===== src/hw/rtl/exif_pkg.sv =====
// Shared types and constants for the EXIF orientation extractor.
// Used by the parse sequencer and the top level; depends on nothing.
package exif_pkg;

  typedef enum logic [3:0] {
    ST_FOUND         = 4'd0,
    ST_SHORT         = 4'd1,
    ST_SIGNATURE     = 4'd2,
    ST_BYTE_ORDER    = 4'd3,
    ST_MAGIC         = 4'd4,
    ST_IFD_RANGE     = 4'd5,
    ST_ENTRIES_RANGE = 4'd6,
    ST_TYPE_COUNT    = 4'd7,
    ST_VALUE_RANGE   = 4'd8,
    ST_ABSENT        = 4'd9,
    ST_OVERFLOW      = 4'd10
  } exif_status_e;

  typedef struct packed {
    logic [3:0]   orientation;
    exif_status_e status;
  } exif_result_t;

  localparam int unsigned SigBytes   = 6;
  localparam int unsigned MinBytes   = 14;
  localparam int unsigned EntryBytes = 12;

  localparam logic [31:0] SIG_HEAD   = 32'h4578_6966;
  localparam logic [15:0] SIG_TAIL   = 16'h0000;
  localparam logic [15:0] BOM_LITTLE = 16'h4949;
  localparam logic [15:0] BOM_BIG    = 16'h4D4D;
  localparam logic [15:0] TIFF_MAGIC = 16'd42;
  localparam logic [15:0] TAG_ORIENT = 16'h0112;
  localparam logic [15:0] TYPE_SHORT = 16'd3;
  localparam logic [31:0] COUNT_ONE  = 32'd1;
  localparam logic [15:0] ORIENT_MAX = 16'd8;

endpackage


===== src/hw/rtl/exif_parse.sv =====
// Parse sequencer: reads the stored payload one byte at a time through the RAM
// read port and checks the TIFF header and IFD0 entries. Depends on exif_pkg.
module exif_parse import exif_pkg::*; #(
  parameter int unsigned BUFFER_BYTES = 4096
) (
  input  logic                              clk_i,
  input  logic                              rst_ni,
  input  logic                              start_i,
  input  logic [$clog2(BUFFER_BYTES+1)-1:0] size_i,
  output logic                              rd_en_o,
  output logic [$clog2(BUFFER_BYTES)-1:0]   rd_addr_o,
  input  logic [7:0]                        rd_data_i,
  output logic                              busy_o,
  output logic                              done_o,
  output exif_result_t                      result_o
);

  localparam int unsigned CW = $clog2(BUFFER_BYTES + 1);
  localparam int unsigned AW = $clog2(BUFFER_BYTES);
  localparam int unsigned SW = ((CW > 20) ? CW : 20) + 1;

  typedef enum logic [2:0] {
    S_IDLE,
    S_RD_ADDR,
    S_RD_DATA,
    S_CHECK,
    S_ENTRY
  } state_e;

  typedef enum logic [3:0] {
    PH_SIG_HEAD,
    PH_SIG_TAIL,
    PH_BOM,
    PH_MAGIC,
    PH_IFD,
    PH_COUNT,
    PH_TAG,
    PH_TYPE,
    PH_CNT,
    PH_VALUE
  } phase_e;

  state_e       state_q, state_d;
  phase_e       phase_q, phase_d;
  logic [CW-1:0] size_q, size_d;
  logic [CW-1:0] ptr_q, ptr_d;
  logic [31:0]  acc_q, acc_d;
  logic [1:0]   k_q, k_d;
  logic [1:0]   last_k_q, last_k_d;
  logic         little_q, little_d;
  logic         type_ok_q, type_ok_d;
  logic [15:0]  n_q, n_d;
  logic         done_q, done_d;
  exif_result_t result_q, result_d;

  logic [32:0]  ifd_end;
  logic [32:0]  tiff_bytes;
  logic [19:0]  span;
  logic [SW-1:0] ents_end;

  assign ifd_end    = {1'b0, acc_q} + 33'd2;
  assign tiff_bytes = 33'(size_q - CW'(SigBytes));
  assign span       = 20'({acc_q[15:0], 3'b000}) + 20'({acc_q[15:0], 2'b00});
  assign ents_end   = SW'(ptr_q) + SW'(span);

  always_comb begin
    state_d   = state_q;
    phase_d   = phase_q;
    size_d    = size_q;
    ptr_d     = ptr_q;
    acc_d     = acc_q;
    k_d       = k_q;
    last_k_d  = last_k_q;
    little_d  = little_q;
    type_ok_d = type_ok_q;
    n_d       = n_q;
    done_d    = 1'b0;
    result_d  = result_q;
    rd_en_o   = 1'b0;

    case (state_q)
      S_IDLE: begin
        if (start_i) begin
          size_d   = size_i;
          little_d = 1'b0;
          if (size_i < CW'(MinBytes)) begin
            result_d = '{orientation: 4'd0, status: ST_SHORT};
            done_d   = 1'b1;
          end else begin
            ptr_d    = '0;
            acc_d    = '0;
            k_d      = '0;
            last_k_d = 2'd3;
            phase_d  = PH_SIG_HEAD;
            state_d  = S_RD_ADDR;
          end
        end
      end
      S_RD_ADDR: begin
        rd_en_o = 1'b1;
        state_d = S_RD_DATA;
      end
      S_RD_DATA: begin
        if (little_q) begin
          acc_d = acc_q | (32'(rd_data_i) << {k_q, 3'b000});
        end else begin
          acc_d = {acc_q[23:0], rd_data_i};
        end
        ptr_d = ptr_q + CW'(1);
        k_d   = k_q + 2'd1;
        if (k_q == last_k_q) begin
          state_d = S_CHECK;
        end else begin
          state_d = S_RD_ADDR;
        end
      end
      S_CHECK: begin
        acc_d    = '0;
        k_d      = '0;
        last_k_d = 2'd1;
        state_d  = S_RD_ADDR;
        case (phase_q)
          PH_SIG_HEAD: begin
            phase_d = PH_SIG_TAIL;
            if (acc_q != SIG_HEAD) begin
              result_d = '{orientation: 4'd0, status: ST_SIGNATURE};
              done_d   = 1'b1;
              state_d  = S_IDLE;
            end
          end
          PH_SIG_TAIL: begin
            phase_d = PH_BOM;
            if (acc_q[15:0] != SIG_TAIL) begin
              result_d = '{orientation: 4'd0, status: ST_SIGNATURE};
              done_d   = 1'b1;
              state_d  = S_IDLE;
            end
          end
          PH_BOM: begin
            phase_d = PH_MAGIC;
            if (acc_q[15:0] == BOM_LITTLE) begin
              little_d = 1'b1;
            end else if (acc_q[15:0] != BOM_BIG) begin
              result_d = '{orientation: 4'd0, status: ST_BYTE_ORDER};
              done_d   = 1'b1;
              state_d  = S_IDLE;
            end
          end
          PH_MAGIC: begin
            phase_d  = PH_IFD;
            last_k_d = 2'd3;
            if (acc_q[15:0] != TIFF_MAGIC) begin
              result_d = '{orientation: 4'd0, status: ST_MAGIC};
              done_d   = 1'b1;
              state_d  = S_IDLE;
            end
          end
          PH_IFD: begin
            phase_d = PH_COUNT;
            ptr_d   = CW'(SigBytes) + acc_q[CW-1:0];
            if (ifd_end > tiff_bytes) begin
              result_d = '{orientation: 4'd0, status: ST_IFD_RANGE};
              done_d   = 1'b1;
              state_d  = S_IDLE;
            end
          end
          PH_COUNT: begin
            n_d = acc_q[15:0];
            if (ents_end > SW'(size_q)) begin
              result_d = '{orientation: 4'd0, status: ST_ENTRIES_RANGE};
              done_d   = 1'b1;
              state_d  = S_IDLE;
            end else begin
              state_d = S_ENTRY;
            end
          end
          PH_TAG: begin
            if (acc_q[15:0] == TAG_ORIENT) begin
              phase_d = PH_TYPE;
            end else begin
              ptr_d   = ptr_q + CW'(EntryBytes - 2);
              n_d     = n_q - 16'd1;
              state_d = S_ENTRY;
            end
          end
          PH_TYPE: begin
            type_ok_d = (acc_q[15:0] == TYPE_SHORT);
            phase_d   = PH_CNT;
            last_k_d  = 2'd3;
          end
          PH_CNT: begin
            phase_d = PH_VALUE;
            if (!type_ok_q || (acc_q != COUNT_ONE)) begin
              result_d = '{orientation: 4'd0, status: ST_TYPE_COUNT};
              done_d   = 1'b1;
              state_d  = S_IDLE;
            end
          end
          PH_VALUE: begin
            done_d  = 1'b1;
            state_d = S_IDLE;
            if ((acc_q[15:0] == 16'd0) || (acc_q[15:0] > ORIENT_MAX)) begin
              result_d = '{orientation: 4'd0, status: ST_VALUE_RANGE};
            end else begin
              result_d = '{orientation: acc_q[3:0], status: ST_FOUND};
            end
          end
          default: begin
            state_d = S_IDLE;
          end
        endcase
      end
      S_ENTRY: begin
        acc_d    = '0;
        k_d      = '0;
        last_k_d = 2'd1;
        phase_d  = PH_TAG;
        if (n_q == 16'd0) begin
          result_d = '{orientation: 4'd0, status: ST_ABSENT};
          done_d   = 1'b1;
          state_d  = S_IDLE;
        end else begin
          state_d = S_RD_ADDR;
        end
      end
      default: begin
        state_d = S_IDLE;
      end
    endcase
  end

  always_ff @(posedge clk_i or negedge rst_ni) begin
    if (!rst_ni) begin
      state_q  <= S_IDLE;
      phase_q  <= PH_SIG_HEAD;
      done_q   <= 1'b0;
      result_q <= '{orientation: 4'd0, status: ST_FOUND};
    end else begin
      state_q  <= state_d;
      phase_q  <= phase_d;
      done_q   <= done_d;
      result_q <= result_d;
    end
  end

  always_ff @(posedge clk_i) begin
    size_q    <= size_d;
    ptr_q     <= ptr_d;
    acc_q     <= acc_d;
    k_q       <= k_d;
    last_k_q  <= last_k_d;
    little_q  <= little_d;
    type_ok_q <= type_ok_d;
    n_q       <= n_d;
  end

  assign rd_addr_o = ptr_q[AW-1:0];
  assign busy_o    = (state_q != S_IDLE) || done_q;
  assign done_o    = done_q;
  assign result_o  = result_q;

  assert property (@(posedge clk_i) disable iff (!rst_ni)
    (state_q == S_RD_DATA) |-> $past(rd_en_o))
    else $error("Read data taken without a read issued the cycle before.");

  assert property (@(posedge clk_i) disable iff (!rst_ni)
    (state_q == S_RD_ADDR) |-> (ptr_q < size_q))
    else $error("Parse read pointer left the stored payload.");

  assert property (@(posedge clk_i) disable iff (!rst_ni)
    done_q |-> ((result_q.status == ST_FOUND) == (result_q.orientation != 4'd0)))
    else $error("Orientation and status disagree.");

endmodule


===== config.mk =====
export PLATFORM = sky130hd
export DESIGN_NAME = exif_parse
export DESIGN_NICKNAME = d
export VERILOG_FILES = /design/src/hw/rtl/exif_pkg.sv /design/src/hw/rtl/exif_parse.sv
export SDC_FILE = /design/constraint.sdc
export NUM_CORES = 1
export LEC_CHECK = 0
export BUFFER_PORTS_ARGS = -buffer_cell sky130_fd_sc_hd__buf_2
export CORE_ASPECT_RATIO = 0.6
export CORE_MARGIN = 4
export CORE_UTILIZATION = 40
export DETAILED_ROUTE_END_ITERATION = 10
export PLACE_DENSITY_LB_ADDON = 0.15
export SYNTH_ARGS = -nofsm -noshare
export SYNTH_HDL_FRONTEND = slang
export SYNTH_SLANG_ARGS = --single-unit

===== constraint.sdc =====
create_clock -name clk_i -period 4.93 [get_ports clk_i]
set_input_delay 0.2465 -clock clk_i [delete_from_list [all_inputs] [get_ports clk_i]]
set_output_delay 0.2465 -clock clk_i [all_outputs]
set_load 0.03 [all_outputs]

==> results.toml <==
[floorplanning]
start_util = 0.412
die-area_sq_um = 24400
die_w_microns = 199
row_count = 41
core_sq_um = 21200
chipHeight_microns = 123
pin_count = 47

[setup_path]
r2r-start = "ptr_q[3]"
end_kind = "flop"
start_kind = "flop"
worstSetupPathType = "flop to flop"
crit_path_top_delay_cell = "fa_1"
critical_path_buf_inv_count = 2
startpoint = "ptr_q[3]"
max_stage_delay_ns = 0.56
r2r_cells = 19
path_cells = "fa_1 -> ha_1 -> inv_1 -> fa_1 -> nor2b_1 -> o31a_1 -> o21a_1 -> nor2_1 -> xnor2_1 -> ha_1 -> a211oi_1 -> o21bai_1 -> a2111oi_2 -> o31ai_1 -> a211oi_1 -> buf_4 -> a31o_4 -> a221oi_2 -> a211o_1"
required_ns = 5.17
cp_data_arrival_time_ns = 4.84
cp.depth = 19
critPathTopFamily = "compound AO/OA/AOI/OAI gates"
path_max_fanout = 9

[flow_run]
maxCapViolCount = 0

[placement]
place.port_buffers = 46
hpwlAfterDp_microns = 21900
gp_congestion = 0.906

[power_and_ir_drop]
p_per_area_nw_per_um2 = 789
peakVddDrop_mv = 0.347
p_leak_uw = 0.00374
p_total_uw = 7670

[min_path]
holdPathStages = 1
hold_path.class = "input pin to flop"
hold_path.startpoint = "size_i[0]"

[yosys]
async_flop_share = 0.168
synthTopCellsByArea = "edfxtp_1, ha_1, a21oi_1"
syn_inst = 1000
yosys_warnings = 0
synth_cell_types = 84
synth_top_area_frac = 0.271
synth.avg_cell_area_sq_um = 8.75
synth_ff_type = "edfxtp_1"
synth_edf_count = 79
yosysTopAreaCell = "edfxtp_1"
ys_ff_latch = 95
syn_nets = 1113
ys_seq_area_frac = 0.317
synthesis.area_sq_um = 8750

[layout]
drive_above_1_share = 0.132
fillers = 2113
nNetsFinal = 1152
synthToLayoutAreaGrowth_pct = 11.1
diodes = 0

[grt]
grt_max_degree = 57
grt-ovfl-total = 0
antenna_found_initial = 0
grt_pass1_wl_microns = 44600
grt_use_total = 0.239
grt_pass1_vias = 7409

[clocking]
numCtsBuffers = 9
cts-root-buf = "clkbuf_16"
clkLatencyLatePin_ns = 0.36
htreeDepth = 3
clk_pin_slew_worst_paths_ns = 0.08
tritoncts = "done"
clock-sinks = 95
cts.path.max_buffers = 2

[timing]
max_freq_ghz = 0.217
clock_skew_ns = 0.00933
final_hold_viol_count = 0
finalSetupViolations = 0
fin_crit_ns = 4.60
finalSetupTns_ns = 0
slew_violations = 0
slew_headroom = 0.402
tightest_slew_ns = 0.884
rsz0062_at_grt = "false"
fin_crit_sh = 0.933

[drt]
avgRoutedWirePerCell_microns = 21.5
dr.pass1.iters = 6
vias = 7957
drt-vias-per-instance = 6.01
drc = 0
postRouteAntennaNets = 0
routed_wl_microns = 28500
drtIter0Drc = 1042

[status]
run_status = "finished clean"
synthesized netlist by cell type, drive strengths merged, types with 11 or more instances:
library cell  count
nand4            21
xor2             29
dfrtp            16
a211oi           11
clkbuf           39
fa               11
nor4             25
nor2             85
ha               78
xnor2            53
a21oi            95
inv              47
nand3            41
o21ai            76
a22oi            11
edfxtp           79
nor3             20
buf              22
nand2            84
layer usage:
metal / wire length, microns / GRT usage / vias up
met5: 0 / 0 / -
met4: 230 / 0.0354 / 0
met3: 2430 / 0.0606 / 18
met2: 11100 / 0.314 / 322
met1: 14700 / 0.391 / 3861
li1: - / - / 3756
registers in the layout, summed over array words and instances (netlist names):
signal,count
acc_q,32
n_q,16
ptr_q,13
size_q,13
result_o,8
phase_q,4
state_q,3
k_q,2
done_o,1
last_k_q,1
little_q,1
type_ok_q,1
final timing paths:
check                         endpoint  slack [ns]
setup / recovery           result_o[2]        0.33
min in group asynchronous  result_o[6]        0.33
setup reg to reg           result_o[2]        0.33
hold reg to reg            result_o[2]        0.54
hold / removal               size_q[0]        0.07
max in group asynchronous   phase_q[1]        4.31
report_power, final:
part           internal (uW)  switching [uW]
clock network            397             344
registers               1270             433
logic                   2070            3160
total                   3730            3940
metrics by stage:
step | hold WS (ns) | worst slack [ns] | instance area (sq um) | std cells | utilization
after global placement | 0.194 | 0.352 | 9340 | 1301 | 0.440
after global routing | 0.0644 | 0.0244 | 9720 | 1323 | 0.457
after floorplan | -0.0491 | 0.595 | 8750 | 1000 | -
after CTS | 0.0624 | 0.245 | 9650 | 1318 | 0.454
after detailed placement | 0.200 | 0.294 | 9340 | 1301 | 0.440
final | 0.0729 | 0.330 | 9720 | 1323 | 0.457
cells by family (layout without fill, tap and decap cells):
group | Yosys count | in the layout | synth area share
and+or+nand+nor | 350 | 350 | 0.214
AOI/OAI and AO/OA | 267 | 267 | 0.185
buffers and inverters | 109 | 153 | 0.0553
DFF | 95 | 95 | 0.317
adders and majority gates | 90 | 90 | 0.138
xor gates and xnor gates | 82 | 82 | 0.0821
muxes | 7 | 7 | 0.00915
worst register-to-register path: stages, from the launching register on:
cell and delay, ns:
edfxtp_1 0.43, fa_1 0.56, ha_1 0.18, inv_1 0.06
fa_1 0.40, nor2b_1 0.17, o31a_1 0.24, o21a_1 0.14
nor2_1 0.05, xnor2_1 0.13, ha_1 0.18, a211oi_1 0.26
o21bai_1 0.14, a2111oi_2 0.35, o31ai_1 0.14, a211oi_1 0.27
buf_4 0.19, a31o_4 0.24, a221oi_2 0.08, a211o_1 0.25
cells in the final DEF, fill, tap and decap left out, types with 6 or more instances in the layout:
cell and n:
edfxtp_1 79, nand2_1 84, xor2_1 29, nor2b_1 10
dfrtp_1 16, a22oi_1 11, ha_1 78, clkbuf_16 9
inv_1 46, nand4_1 20, o21ai_0 73, o21a_1 7
and4_1 6, nand2b_1 6, nand3_1 39, nand3b_1 6
nor2_1 85, nor3_1 17, buf_2 46, xnor2_1 53
and3_1 9, fa_1 11, a21oi_1 95, or3_1 10
nor4_1 20, o22ai_1 10, buf_4 40, a21o_1 9
a211oi_1 9
timing repair:
item,in CTS,in global routing
resized for setup,0,4
hold buffers,1,0
endpoints found under the setup margin,0,9
hold endpoints to repair,16,0
setup buffers,0,5
cell type report:
type                    count  area, sq um  share of cell area
clock buffers              10          229              0.0236
multi-input cells         796         5530               0.570
repair buffers             89          581              0.0598
flip-flops and latches     95         2770               0.285
inverters                  48          183              0.0188
clock inverters             6         67.6             0.00695
well taps                 279          349              0.0359
Power figures use the tool's default switching activity.
